<file path="src/rtl/chit_pkg.sv">
// shared types, constants and codes of the chained hash index table
`timescale 1ns / 1ps
`default_nettype none

package chit_pkg;

    // table geometry
    localparam int MAX_ENTRIES = 1024;
    localparam int IDX_W       = $clog2(MAX_ENTRIES);
    localparam int CNT_W       = IDX_W + 1;
    localparam int LG_W        = 4;
    localparam int KEY_W       = 32;
    localparam int MODE_W      = 2;

    localparam logic [LG_W-1:0]  MAX_LG      = LG_W'(IDX_W);
    localparam logic [LG_W-1:0]  SIZE_LG_RST = LG_W'(10);
    localparam logic [IDX_W-1:0] IDX_LAST    = IDX_W'(MAX_ENTRIES - 1);

    // command queue depth
    localparam int QDEPTH = 2;
    localparam int QPTR_W = $clog2(QDEPTH);
    localparam int QCNT_W = $clog2(QDEPTH + 1);

    // input mode codes
    localparam logic [MODE_W-1:0] MODE_ADD    = 2'd0;
    localparam logic [MODE_W-1:0] MODE_REMOVE = 2'd1;
    localparam logic [MODE_W-1:0] MODE_CLEAR  = 2'd2;

    // classified operation codes
    localparam logic [1:0] OP_ADD    = 2'd0;
    localparam logic [1:0] OP_REMOVE = 2'd1;
    localparam logic [1:0] OP_CLEAR  = 2'd2;
    localparam logic [1:0] OP_LOOKUP = 2'd3;

    // input word
    typedef struct packed {
        logic [MODE_W-1:0] mode;
        logic [KEY_W-1:0]  key;
        logic [IDX_W-1:0]  index;
    } req_word_t;

    // result word
    typedef struct packed {
        logic             status;
        logic             found;
        logic             head_valid;
        logic [IDX_W-1:0] head_index;
    } rsp_word_t;

    // one bucket head or chain link
    typedef struct packed {
        logic             valid;
        logic [IDX_W-1:0] idx;
    } slot_t;

    // classified command passed from front to back
    typedef struct packed {
        logic [1:0]       op;
        logic             bad;
        logic [IDX_W-1:0] bucket;
        logic [IDX_W-1:0] index;
        logic [IDX_W-1:0] mask;
    } cmd_t;

    // queue status toward the back end
    typedef struct packed {
        logic empty;
        logic full;
    } q_status_t;

    // back end status toward the top
    typedef struct packed {
        logic init_busy;
        logic idle;
    } eng_status_t;

endpackage

`default_nettype wire

</file>
<file path="src/rtl/chit_front.sv">
// front end: size register and classification of incoming words
`timescale 1ns / 1ps
`default_nettype none

module chit_front (
    input  wire logic                clk,
    input  wire logic                rst_n,
    input  wire logic                cfg_valid,
    output logic                     cfg_ready,
    input  wire logic [3:0]          cfg_data,
    input  wire chit_pkg::req_word_t req_word,
    output chit_pkg::cmd_t           cmd
);

    logic [chit_pkg::LG_W-1:0]  size_log2_reg;
    logic [chit_pkg::LG_W-1:0]  size_log2_next;
    logic [chit_pkg::LG_W-1:0]  eff_lg;
    logic [chit_pkg::CNT_W-1:0] size_full;
    logic [chit_pkg::IDX_W-1:0] mask;

    // size register, always writable
    assign cfg_ready      = 1'b1;
    assign size_log2_next = (cfg_valid && cfg_ready) ? cfg_data : size_log2_reg;

    always_ff @(posedge clk or negedge rst_n)
    begin
        if (!rst_n)
            size_log2_reg <= chit_pkg::SIZE_LG_RST;
        else
            size_log2_reg <= size_log2_next;
    end

    // saturate size to the table and form the mask
    assign eff_lg    = (size_log2_reg > chit_pkg::MAX_LG) ? chit_pkg::MAX_LG : size_log2_reg;
    assign size_full = chit_pkg::CNT_W'(1) << eff_lg;
    assign mask      = chit_pkg::IDX_W'(size_full - chit_pkg::CNT_W'(1));

    // classify the word
    always_comb
    begin
        cmd.bucket = req_word.key[chit_pkg::IDX_W-1:0] & mask;
        cmd.index  = req_word.index;
        cmd.mask   = mask;
        cmd.bad    = 1'b0;
        unique case (req_word.mode)
            chit_pkg::MODE_ADD,
            chit_pkg::MODE_REMOVE:
            begin
                if (req_word.index > mask)
                begin
                    cmd.op  = chit_pkg::OP_LOOKUP;
                    cmd.bad = 1'b1;
                end
                else if (req_word.mode == chit_pkg::MODE_ADD)
                    cmd.op = chit_pkg::OP_ADD;
                else
                    cmd.op = chit_pkg::OP_REMOVE;
            end
            chit_pkg::MODE_CLEAR:
                cmd.op = chit_pkg::OP_CLEAR;
            default:
                cmd.op = chit_pkg::OP_LOOKUP;
        endcase
    end

endmodule

`default_nettype wire

</file>
<file path="config.mk">
export PLATFORM = sky130hd
export DESIGN_NAME = chit_front
export DESIGN_NICKNAME = d
export VERILOG_FILES = /design/src/rtl/chit_pkg.sv /design/src/rtl/chit_front.sv
export SDC_FILE = /design/constraint.sdc
export NUM_CORES = 1
export LEC_CHECK = 0
export ABC_AREA = 1
export BUFFER_PORTS_ARGS = -buffer_cell sky130_fd_sc_hd__buf_4
export CAP_MARGIN = 20
export CELL_PAD_IN_SITES_DETAIL_PLACEMENT = 2
export CELL_PAD_IN_SITES_GLOBAL_PLACEMENT = 2
export CORE_MARGIN = 2
export CORE_UTILIZATION = 15
export CTS_CLUSTER_SIZE = 10
export DETAILED_ROUTE_END_ITERATION = 8
export HOLD_SLACK_MARGIN = 0.1
export PLACE_DENSITY_LB_ADDON = 0.1
export SLEW_MARGIN = 25
export SYNTH_ARGS = -nofsm -noshare
export SYNTH_HDL_FRONTEND = slang
export SYNTH_SLANG_ARGS = --single-unit
</file>
<file path="constraint.sdc">
create_clock -name clk -period 3.1 [get_ports clk]
set_clock_uncertainty 0.2 [all_clocks]
set_input_delay 0.155 -clock clk [delete_from_list [all_inputs] [get_ports clk]]
set_output_delay 0.155 -clock clk [all_outputs]
set_load 0.02 [all_outputs]
</file>
# Word level (Yosys, flattened, before mapping)
# Cells that the tools add are included.
# classes
eq_ne,2
addsub,1
magnitude_cmp,2
bitwise,1
mux,6
shift,1
n_reduce_logical,2
# op_table
cell,n
AND 10 bit,1
greater-than comparator 10 bit,1
left shift 1 x 4 -> 10 bit (first input constant),1
subtractor 10 x 1 -> 10 bit (second input constant),1
greater-than comparator 4 bit (second input constant),1
2-to-1 mux 4 bit,1
case mux 2 bit (2 select lines),1
2-to-1 mux 1 bit,3
equality test 2 x 1 -> 1 bit (second input constant),1
equality test 2 bit (second input constant),1
logical NOT 2 bit,1
2-to-1 mux 2 bit,1
OR reduction 2 bit,1
# totals
out_inout_bits,34
reg_bits,4

# Depth between registers and ports, before layout
# depth
ltp_word,7
mapped_depth,19
mapped_depth_nobuf,18

# Worst setup path after synthesis
# OpenSTA, ideal clock, no wires.
# synth_path
kind,register -> output
startpoint,register size_log2_reg[3] in the netlist's numbering
endpoint,output cmd[31] in the netlist's numbering
slack_ns,0.104
required_ns,2.745
arrival_time_ns,2.641
path_stages_with_launch,17
n_path_buf,1
path_cell_list,dfstp_2 -> buf_6 -> nor2_1 -> inv_1 -> nor2_1 -> inv_1 -> ha_1 -> or2_1 -> nand2_2 -> inv_2 -> ha_1 -> nand2_1 -> nor2_1 -> nand3_1 -> nand3_1 -> nand3_1 -> nand2_1
# synth_rtl
item,line_no,text
start: declaration,chit_front.sv:15,logic [chit_pkg::LG_W-1:0] size_log2_reg;
start signal: assignment,chit_front.sv:28,size_log2_reg <= chit_pkg::SIZE_LG_RST;
start signal: assignment,chit_front.sv:30,size_log2_reg <= size_log2_next;
end: declaration,chit_front.sv:12,output chit_pkg::cmd_t cmd

==> results.ini <==
[cells_and_area]
fill_cells = 663
fin_area_um2 = 1790
multi_input_area_um2 = 618
antenna_cells = 0
largest_register_ffs = 4
seq_area_um2 = 104
area_delta_synth_final_pct = 116
final_layout_size_suffix_gt1_frac = 0.541
fin_nets = 294

[grt]
antenna_found_initial = 0
grt_pass1_vias = 1348
grt_max_degree = 9
grt_first_pass_wirelength_um = 5980
grt_usage = 0.119
grt_overflow_total = 0

[status]
status = finished clean

[placed_design]
gp_congestion = 0.767
placedInstanceArea_um2 = 1330
dp_hpwl_um = 2790
numPortBuffers = 61
dpl_worst_slack_ps = -66.2

[logic_synthesis]
postSynthAreaPerCell_um2 = 5.89
syn_nets = 203
syn_area_um2 = 831
ys_seq_area_frac = 0.123
synth_cell_types = 24
yosys_register_bits = 4
synth_cells = 141
ys_warn_count = 0

[clock_tree]
htreeDepth = 1
insertion_delay_ps = 220
numCtsBuffers = 3
cts_tree = built
cts_root_buffer = clkbuf_8
clkSinkCount = 4
path_clk_slew_ps = 30
cts_buffer_depth = 2

[sta]
hold_violations = 0
finalSetupViolCount = 0
final-max-slew-violation-count = 0
min_period_ps = 2990
holdWs_ps = 250
post-route-period-util = 0.966
worst_slack_ps = 106
max_freq_mhz = 334

[drt]
routed_via_density = 4.03
drt_pre_antenna_iters = 4
ant_nets = 0
drcViolationCount = 0
detail_route.iter0.violations = 14
routed_wirelength_um = 3900
vias = 1222
wl_per_cell_um = 12.9

[run]
drv_cap = 0

[floorplanning]
core_area_um2 = 5440
dieArea_um2 = 6150
fp-row-count = 27
ios = 85
initial_core_util = 0.153
die_x_um = 78.4
fp.dieH_um = 78.4

[worst_setup_path]
arrival_ps = 2640
timing.rr.start = size_log2_reg[2]
crit_path_max_fanout = 5
endpoint_kind = output pin
start_kind = flop
critPathKind = flop to output pin
setup.worst_path.start = size_log2_reg[3]
required_ps = 2740

[pwr]
ir_drop_mv = 0.156
power_density_nw_per_um2 = 341
leakage_nw = 0.983

[worst_hold_path]
hp-class = input port to asynchronous set/reset pin

==> cell usage in the layout, fill, tap and decap left out, types with 2 or more instances in the layout <==
cell type / instances
dlygate4sd3_1: 13
inv_1: 26
inv_2: 7
ha_1: 8
o21ai_0: 4
nor2_1: 14
nand3_2: 2
inv_6: 2
buf_4: 83
nand4_1: 4
nand3_1: 2
nand2_1: 26
clkbuf_8: 3
a21oi_1: 3
nor2_4: 4
ha_4: 3
buf_6: 3
dfstp_2: 2
nand2_2: 7
==> worst max-delay path, cell delays in order, from the launching register on <==
cell and delay [ps]:
dfstp_2 370, buf_4 150, nor2_4 170, inv_2 80
nor2_4 120, inv_2 60, ha_4 170, or2_1 220
nand2_2 90, inv_2 60, ha_4 270, nand2_4 40
nor2_4 90, nand4_1 190, nand3_4 160, nand2_2 50
buf_6 120
==> power by group <==
part	internal [W]	switching [W]	leakage [nW]
clock network	0.0000883	0.0000329	0.0228
registers	0.0000594	0.00000687	0.0441
logic	0.000203	0.000220	0.916
==> repair_timing <==
action,4_1_cts,5_1_grt
setup buffers,11,7
hold buffers,13,0
hold endpoints to repair,8,0
pin swaps,11,13
gates resized for setup,19,18
endpoints found under the setup margin,3,3
==> synthesized netlist by cell type <==
| cell | number | area [um^2] |
|---|---|---|
| inv_1 | 31 | 116 |
| nand2_1 | 30 | 113 |
| nor2_1 | 18 | 67.6 |
| buf_4 | 11 | 82.6 |
| ha_1 | 11 | 138 |
| nand3_1 | 5 | 25.0 |
| a21oi_1 | 4 | 20.0 |
| inv_2 | 4 | 15.0 |
| nand2_2 | 4 | 25.0 |
| nand4_1 | 4 | 25.0 |
| o21ai_0 | 4 | 20.0 |
| dfrtp_1 | 2 | 50.1 |
| dfstp_2 | 2 | 52.6 |
| a21o_1 | 1 | 7.51 |
| a31oi_1 | 1 | 6.26 |
| and2_1 | 1 | 6.26 |
| buf_6 | 1 | 11.3 |
| clkbuf_1 | 1 | 3.75 |
| conb_1 | 1 | 3.75 |
| inv_6 | 1 | 8.76 |
| nand4_2 | 1 | 12.5 |
| nor2_2 | 1 | 6.26 |
| o21ai_2 | 1 | 8.76 |
| or2_1 | 1 | 6.26 |
==> layout make-up <==
class                   instances  area share
flip-flops and latches          4      0.0580
well taps                      72      0.0503
repair buffers                 99       0.439
inverters                      36      0.0824
multi-input cells              88       0.345
clock buffers                   4      0.0251
==> cells by family after synthesis <==
logic type | synth area share
AOI/OAI and AO/OA | 0.0753
and+or+nand+nor | 0.345
buffers and inverters | 0.286
other | 0.00451
adders and majority gates | 0.166
DFF | 0.123
==> metal layers <==
metal  track usage  part of all wire
met1         0.117              0.34
met2         0.253              0.61
met3        0.0195             0.041
met4        0.0263            0.0044
met5             0                 0
==> final timing paths <==
kind                                         end  slack (ps)  cells after the start
max in group asynchronous       size_log2_reg[2]        1910                      3
worst max register to register  size_log2_reg[2]        1180                      6
min in group clk                         cmd[15]         320                      2
worst min-delay path            size_log2_reg[1]         250                      2
worst max-delay path                     cmd[31]         110                     16
worst min register to register  size_log2_reg[1]        1120                      4
==> per-stage QoR <==
stage / setup TNS, ps / util / total power, W / std cells
4_1_cts: 0 / 0.303 / 0.000560 / 296
3_3_place_gp: 0 / 0.245 / 0.000369 / 268
2_1_floorplan: 0 / - / 0.000245 / 141
6_report: 0 / 0.329 / 0.000611 / 303
3_5_place_dp: -129 / 0.245 / 0.000380 / 268
5_1_grt: -140 / 0.329 / 0.000662 / 303
Note: power is estimated with default switching activity, not from simulation.
