## src/rtl/chit_pkg.sv

```systemverilog
// shared types, constants and codes of the chained hash index table
`timescale 1ns / 1ps
`default_nettype none

package chit_pkg;

    // table geometry
    localparam int MAX_ENTRIES = 1024;
    localparam int IDX_W       = $clog2(MAX_ENTRIES);
    localparam int CNT_W       = IDX_W + 1;
    localparam int LG_W        = 4;
    localparam int KEY_W       = 32;
    localparam int MODE_W      = 2;

    localparam logic [LG_W-1:0]  MAX_LG      = LG_W'(IDX_W);
    localparam logic [LG_W-1:0]  SIZE_LG_RST = LG_W'(10);
    localparam logic [IDX_W-1:0] IDX_LAST    = IDX_W'(MAX_ENTRIES - 1);

    // command queue depth
    localparam int QDEPTH = 2;
    localparam int QPTR_W = $clog2(QDEPTH);
    localparam int QCNT_W = $clog2(QDEPTH + 1);

    // input mode codes
    localparam logic [MODE_W-1:0] MODE_ADD    = 2'd0;
    localparam logic [MODE_W-1:0] MODE_REMOVE = 2'd1;
    localparam logic [MODE_W-1:0] MODE_CLEAR  = 2'd2;

    // classified operation codes
    localparam logic [1:0] OP_ADD    = 2'd0;
    localparam logic [1:0] OP_REMOVE = 2'd1;
    localparam logic [1:0] OP_CLEAR  = 2'd2;
    localparam logic [1:0] OP_LOOKUP = 2'd3;

    // input word
    typedef struct packed {
        logic [MODE_W-1:0] mode;
        logic [KEY_W-1:0]  key;
        logic [IDX_W-1:0]  index;
    } req_word_t;

    // result word
    typedef struct packed {
        logic             status;
        logic             found;
        logic             head_valid;
        logic [IDX_W-1:0] head_index;
    } rsp_word_t;

    // one bucket head or chain link
    typedef struct packed {
        logic             valid;
        logic [IDX_W-1:0] idx;
    } slot_t;

    // classified command passed from front to back
    typedef struct packed {
        logic [1:0]       op;
        logic             bad;
        logic [IDX_W-1:0] bucket;
        logic [IDX_W-1:0] index;
        logic [IDX_W-1:0] mask;
    } cmd_t;

    // queue status toward the back end
    typedef struct packed {
        logic empty;
        logic full;
    } q_status_t;

    // back end status toward the top
    typedef struct packed {
        logic init_busy;
        logic idle;
    } eng_status_t;

endpackage

`default_nettype wire

```

## src/rtl/chit_cmd_queue.sv

```systemverilog
// short command queue between front and back end
`timescale 1ns / 1ps
`default_nettype none

module chit_cmd_queue (
    input  wire logic           clk,
    input  wire logic           rst_n,
    input  wire logic           push,
    input  wire chit_pkg::cmd_t push_cmd,
    input  wire logic           pop,
    output chit_pkg::cmd_t      head_cmd,
    output chit_pkg::q_status_t q_status
);

    chit_pkg::cmd_t                slots [chit_pkg::QDEPTH];
    logic [chit_pkg::QPTR_W-1:0]   wr_ptr_reg;
    logic [chit_pkg::QPTR_W-1:0]   wr_ptr_next;
    logic [chit_pkg::QPTR_W-1:0]   rd_ptr_reg;
    logic [chit_pkg::QPTR_W-1:0]   rd_ptr_next;
    logic [chit_pkg::QCNT_W-1:0]   count_reg;
    logic [chit_pkg::QCNT_W-1:0]   count_next;
    logic                          do_push;
    logic                          do_pop;

    assign q_status.empty = (count_reg == '0);
    assign q_status.full  = (count_reg == chit_pkg::QCNT_W'(chit_pkg::QDEPTH));
    assign do_push        = push && !q_status.full;
    assign do_pop         = pop && !q_status.empty;
    assign head_cmd       = slots[rd_ptr_reg];

    // pointer and fill count update
    always_comb
    begin
        wr_ptr_next = wr_ptr_reg;
        rd_ptr_next = rd_ptr_reg;
        count_next  = count_reg;
        if (do_push)
        begin
            wr_ptr_next = (wr_ptr_reg == chit_pkg::QPTR_W'(chit_pkg::QDEPTH - 1))
                          ? '0 : wr_ptr_reg + chit_pkg::QPTR_W'(1);
        end
        if (do_pop)
        begin
            rd_ptr_next = (rd_ptr_reg == chit_pkg::QPTR_W'(chit_pkg::QDEPTH - 1))
                          ? '0 : rd_ptr_reg + chit_pkg::QPTR_W'(1);
        end
        if (do_push && !do_pop)
            count_next = count_reg + chit_pkg::QCNT_W'(1);
        else if (do_pop && !do_push)
            count_next = count_reg - chit_pkg::QCNT_W'(1);
    end

    always_ff @(posedge clk or negedge rst_n)
    begin
        if (!rst_n)
        begin
            wr_ptr_reg <= '0;
            rd_ptr_reg <= '0;
            count_reg  <= '0;
        end
        else
        begin
            wr_ptr_reg <= wr_ptr_next;
            rd_ptr_reg <= rd_ptr_next;
            count_reg  <= count_next;
        end
    end

    // storage
    always_ff @(posedge clk)
    begin
        if (do_push)
            slots[wr_ptr_reg] <= push_cmd;
    end

endmodule

`default_nettype wire

```

## config.mk

```make
export PLATFORM = sky130hd
export DESIGN_NAME = chit_cmd_queue
export DESIGN_NICKNAME = d
export VERILOG_FILES = /design/src/rtl/chit_pkg.sv /design/src/rtl/chit_cmd_queue.sv
export SDC_FILE = /design/constraint.sdc
export NUM_CORES = 1
export LEC_CHECK = 0
export ABC_AREA = 1
export BUFFER_PORTS_ARGS = -buffer_cell sky130_fd_sc_hd__buf_4
export CAP_MARGIN = 40
export CORE_UTILIZATION = 51
export DETAILED_ROUTE_END_ITERATION = 8
export GPL_TIMING_DRIVEN = 0
export PLACE_DENSITY = 0.78
export SYNTH_ARGS = -nofsm -noshare
export SYNTH_HDL_FRONTEND = slang
export SYNTH_SLANG_ARGS = --single-unit
```

## constraint.sdc

```tcl
create_clock -name clk -period 3 [get_ports clk]
set_clock_uncertainty 0.1 [all_clocks]
set_input_delay 0.3 -clock clk [delete_from_list [all_inputs] [get_ports clk]]
set_output_delay 0.3 -clock clk [all_outputs]
set_load 0.05 [all_outputs]
```

# --- Word-level counts from Yosys, hierarchy flattened ---
# Memory sizes are Yosys's and may differ from the RTL's.
# Index checks and enable logic that the tools add are counted.
classes:
  n_addsub: 4
  eq_ne: 1
  muxes: 6
  reduce_logical: 10
ops:
  columns: ["op", "n"]
  rows:
  - ["$logic_and A1 B1 Y1", 4]
  - ["$logic_not A1 Y1", 4]
  - ["$mux W1", 4]
  - ["$mux W2", 2]
  - ["$add A1 B1 Y1 const B", 2]
  - ["$add A2 B1 Y2 const B", 1]
  - ["$eq A2 B2 Y1 const B", 1]
  - ["$logic_not A2 Y1", 1]
  - ["$reduce_bool A2 Y1", 1]
  - ["$sub A2 B1 Y2 const B", 1]
totals:
  ff_bits: 4
  mem_bits_rw: 66
  input_bits: 37
  output_inout_bits: 35
  wordCells: 25
  memories: 1
memory_table:
  columns: ["name", "words", "width", "read_ports", "rd_clocked_by_memory_dff", "write_ports", "line", "source"]
  rows:
  - ["slots", 2, 33, 1, 0, 1, "chit_cmd_queue.sv:15", "chit_pkg::cmd_t slots [chit_pkg::QDEPTH];"]

# --- Logic depth before layout (Yosys ltp) ---
logic_depth:
  word_depth: 7
  depth_mapped: 9
  mapped_depth_nobuf: 9

# --- Worst setup path after synthesis ---
# OpenSTA, ideal clock, no wires.
synth_timing:
  kind: "register to register"
  from: "register count_reg[1] (netlist bit)"
  to: "memory slots[1][0] (netlist bit) (enable)"
  setup_ns: 0.423
  arrival_time_ns: 1.983
  required_time_ns: 2.477
  path_slack_ns: 0.494
  stages_incl_launch_ff: 4
  n_path_buf: 0
  synth_period_minus_slack_ns: 2.506
  path_cell_list: "dfrtp_1 inv_1 o21ai_0 nor2_1"
synth_between:
  elab_chain_cells: 5
synth_rtl:
  columns: ["item", "line", "source"]
  rows:
  - ["start: declaration", "chit_cmd_queue.sv:20", "logic [chit_pkg::QCNT_W-1:0] count_reg;"]
  - ["start signal: assignment", "chit_cmd_queue.sv:65", "count_reg <= count_next;"]
  - ["$eq A2 B2 Y1", "chit_cmd_queue.sv:26", "assign q_status.full = (count_reg == chit_pkg::QCNT_W'(chit_pkg::QDEPTH));"]
  - ["$logic_not A1 Y1", "chit_cmd_queue.sv:27", "assign do_push = push && !q_status.full;"]
  - ["$logic_and A1 B1 Y1", "chit_cmd_queue.sv:27", null]
  - ["$mux W1", "chit_cmd_queue.sv:72", "if (do_push)"]
  - ["$mux W1 (not written as such)", "chit_cmd_queue.sv:73", "slots[wr_ptr_reg] <= push_cmd;"]
  - ["end: declaration", "chit_cmd_queue.sv:15", null]
# No other way between the ends.

# --- Worst setup path in the final report ---
layout_timing:
  from: "register count_reg[1] (netlist bit)"
  to: "memory slots[0][27] (netlist bit) (enable)"
layout_between:
  elab_chain_cells: 5
layout_rtl:
  columns: ["item", "line", "source"]
  rows:
  - ["$eq A2 B2 Y1", "chit_cmd_queue.sv:26", null]
  - ["$logic_not A1 Y1", "chit_cmd_queue.sv:27", null]
  - ["$logic_and A1 B1 Y1", "chit_cmd_queue.sv:27", null]
  - ["named net do_push", "chit_cmd_queue.sv:22", "logic do_push;"]
  - ["$mux W1", "chit_cmd_queue.sv:72", null]
  - ["$mux W1 (not written as such)", "chit_cmd_queue.sv:73", null]
# The timed path passes the listed nets, and every way through them passes these cells.

==> metrics.md <==
| Metric | Value |
|---|---|
| Status | `complete, no violations` |
| Die Span Y | `between 70 and 80 um` |
| Reg power frac | `0.331` |
| Slowest cell on crit path | `inv_1` |
| Crit Path Category | `reg -> reg` |
| VDD IR max | `around 0.00072 V` |
| Final #Nets | `327` |
| Final hold slack | `0.0584 ns` |
| Vias | `1724` |
| Final Hold Vio Count | `0` |
| Unique masters post-synth | `15` |
| DRC Markers | `0` |
| PD cells | `about 1200 nW/um^2` |
| Final setup violation count | `0` |
| Met1 wire length | `around 1800 um` |
| Register bit total from synthesis | `70` |
| Crit path max fanout | `18` |
| Post-Place Worst Slack | `1.05 ns` |
| Antenna cells | `0` |
| HP Class | `in -> reg` |
| Arrival @ worst endpoint | `1.89 ns` |
| Sequential fraction of the synthesis area | `0.788` |
| Fmax | `0.509 GHz` |
| Syn Inst Count | `204` |
| Initial Util | `0.545` |
| Clock Tree Root | `clkbuf_8` |
| Post-synthesis to final-layout area growth | `34.2%` |
| Logic pwr share | `0.481` |
| Max-slew headroom | `0.512` |
| Switching power | `1.83 mW` |
| Max_cap viols | `0` |
| CTS tree | `done` |
| Largest net degree at the start of global routing | `19` |
| Setup ws final | `1.04 ns` |
| Post-synthesis average cell area | `12.9 um^2` |
| Io pins | `between 70 and 80` |
| RSZ-0062 raised after global routing | `no` |
| Layout cells sized above 1 | `0.333` |
| Worst EP required | `about 2.9 ns` |
| Int Pwr | `2.41 mW` |
| Fill count | `between 300 and 400` |
| Lkg Pwr | `roughly 1.6 nW` |
| Routed length on met2 | `2510 um` |
| CP Capture Type | `flop` |
| Vias per inst | `~4.8` |
| CP delay by family, top | `buffers and inverters` |
| Post-synth net total | `242` |
| Post-route cell area | `about 3500 um^2` |
| Die area | `5470 um^2` |
| Top Layer Used | `met4` |
| Initial antenna violation count | `0` |
| RePlAce Congestion | `0.667` |
| Placed wire-length estimate | `3100 um` |
| H-tree depth | `3` |
| Clk slew on worst S/H paths | `roughly 0.07 ns` |
| CP startpoint kind | `flop` |
| Slew Limit Fails | `0` |
| Chip width | `74.0 um` |
| TritonCTS Buffers | `9` |
| Yosys synthesis warning count | `0` |
| Critical path's largest stage delay | `0.54 ns` |
| First-pass GRT wire length | `6890 um` |
| Setup Buffers After CTS | `0` |
| Cell Area, Synth | `2640 um^2` |
| DR iter-0 viols | `112` |
| Slew @ Worst Pin | `~0.73 ns` |
| Largest register FFs | `66` |
| Routed len/inst | `12.7 um` |
| Placement Rows | `25` |
| Clk sink count | `70` |
| Clk_lat worst skew | `around 0.32 ns` |
| Vias in the first global route | `1630` |
| Final ANT Viol Nets | `0` |
| GRT Overall Usage | `0.180` |
| Core area | `approximately 4800 um^2` |
| Buffers added on ports | `71` |
| Period utilization | `0.655` |
| Post-Route WL | `about 4600 um` |
| Global route overflow | `0` |
| Post-layout min period | `1.96 ns` |
| Crit path buffers/inverters | `3` |
| Met3 wire length | `288 um` |
| Switching Fraction | `0.432` |
| DRT Pass-1 Iters | `4` |
| Clock Path Buffers | `2` |
| Clock share of power | `0.188` |
| Crit-path cells | `inv_1 > nor2_2 > nor2_2 > nand2_1 > inv_1 > buf_16` |
| Dpl cell area | `3320 um^2` |
[metrics by stage]
step	instances	utilization	power, mW	TNS [ns]
floorplan	204	-	2.83	0
global placement	342	0.672	3.39	-7.75
detailed placement	344	0.685	3.48	0
CTS	361	0.731	4.28	0
global route	361	0.731	4.45	0
finish	361	0.731	4.24	0
[layout make-up]
type / count / area, um^2 / area share
multi-input cells: 119 / 483 / 0.136
plain buffers: 7 / 53.8 / 0.0152
repair buffers: 74 / 598 / 0.169
flip-flops and latches: 70 / 2080 / 0.587
clock buffers: 12 / 145 / 0.0409
well taps: 67 / 83.8 / 0.0236
clock inverters: 4 / 70.1 / 0.0198
inverters: 8 / 30.0 / 0.00847
[cell usage in the layout, fill, tap and decap left out, types with 2 or more instances in the layout]
cell,n
buf_6,3
dfrtp_1,4
clkinv_2,2
clkbuf_1,2
nand2_1,108
buf_16,2
inv_1,7
bufinv_16,2
buf_2,4
clkbuf_8,10
buf_4,71
nor2_2,2
o21ai_0,2
edfxtp_1,66
[cell families after synthesis]
kind of cell | synth area share
DFF | 0.788
adders and majority gates | 0.00474
buffers and inverters | 0.0317
xor gates and xnor gates | 0.00332
AOI/OAI and AO/OA | 0.00379
and+or+nand+nor | 0.168
[path summary, 6_finish.rpt]
path	startpoint	end	slack, ns	cells after the start
setup / recovery	count_reg[1]$_DFFE_PN0P_	slots[0][27]$_DFFE_PP_	1.04	6
hold / removal	push_cmd[26]	slots[1][26]$_DFFE_PP_	0.06	1
setup reg to reg	count_reg[1]$_DFFE_PN0P_	slots[0][27]$_DFFE_PP_	1.04	6
hold reg to reg	wr_ptr_reg$_DFFE_PN0P_	wr_ptr_reg$_DFFE_PN0P_	0.39	2
max in group asynchronous	rst_n	rd_ptr_reg$_DFFE_PN0P_	2.48	2
min in group asynchronous	rst_n	count_reg[1]$_DFFE_PN0P_	0.21	2
[power by group through the flow]
| stage | clock network (mW) | logic, mW | registers, mW |
|---|---|---|---|
| 6_report | 0.796 | 2.04 | 1.40 |
| 5_1_grt | 0.846 | 2.18 | 1.42 |
| 4_1_cts | 0.809 | 2.06 | 1.40 |
| 3_5_place_dp | 0 | 2.06 | 1.42 |
| 3_3_place_gp | 0 | 1.96 | 1.42 |
| 2_1_floorplan | 0 | 1.41 | 1.41 |
[synth_stat cells (all sizes together)]
cell,number,area [um^2]
buf,7,53.8
inv,8,30.0
nand3b,1,7.51
nor2,4,20.0
ha,1,12.5
edfxtp,66,1980
xnor2,1,8.76
nand2,108,405
nand4,1,6.26
dfrtp,4,100
o21ai,2,10.0
nand3,1,5.00
[layer usage]
metal  up-vias  global-route usage
li1        845                   -
met1       817               0.184
met2        58               0.335
met3         4              0.0583
met4         0              0.0769
met5         -                   0
[repair_timing]
item	in CTS	in global routing
resized for setup	0	0
hold buffers	1	0
endpoints found under the setup margin	0	0
hold endpoints to repair	4	0
Note: power is estimated with default switching activity, not from simulation.
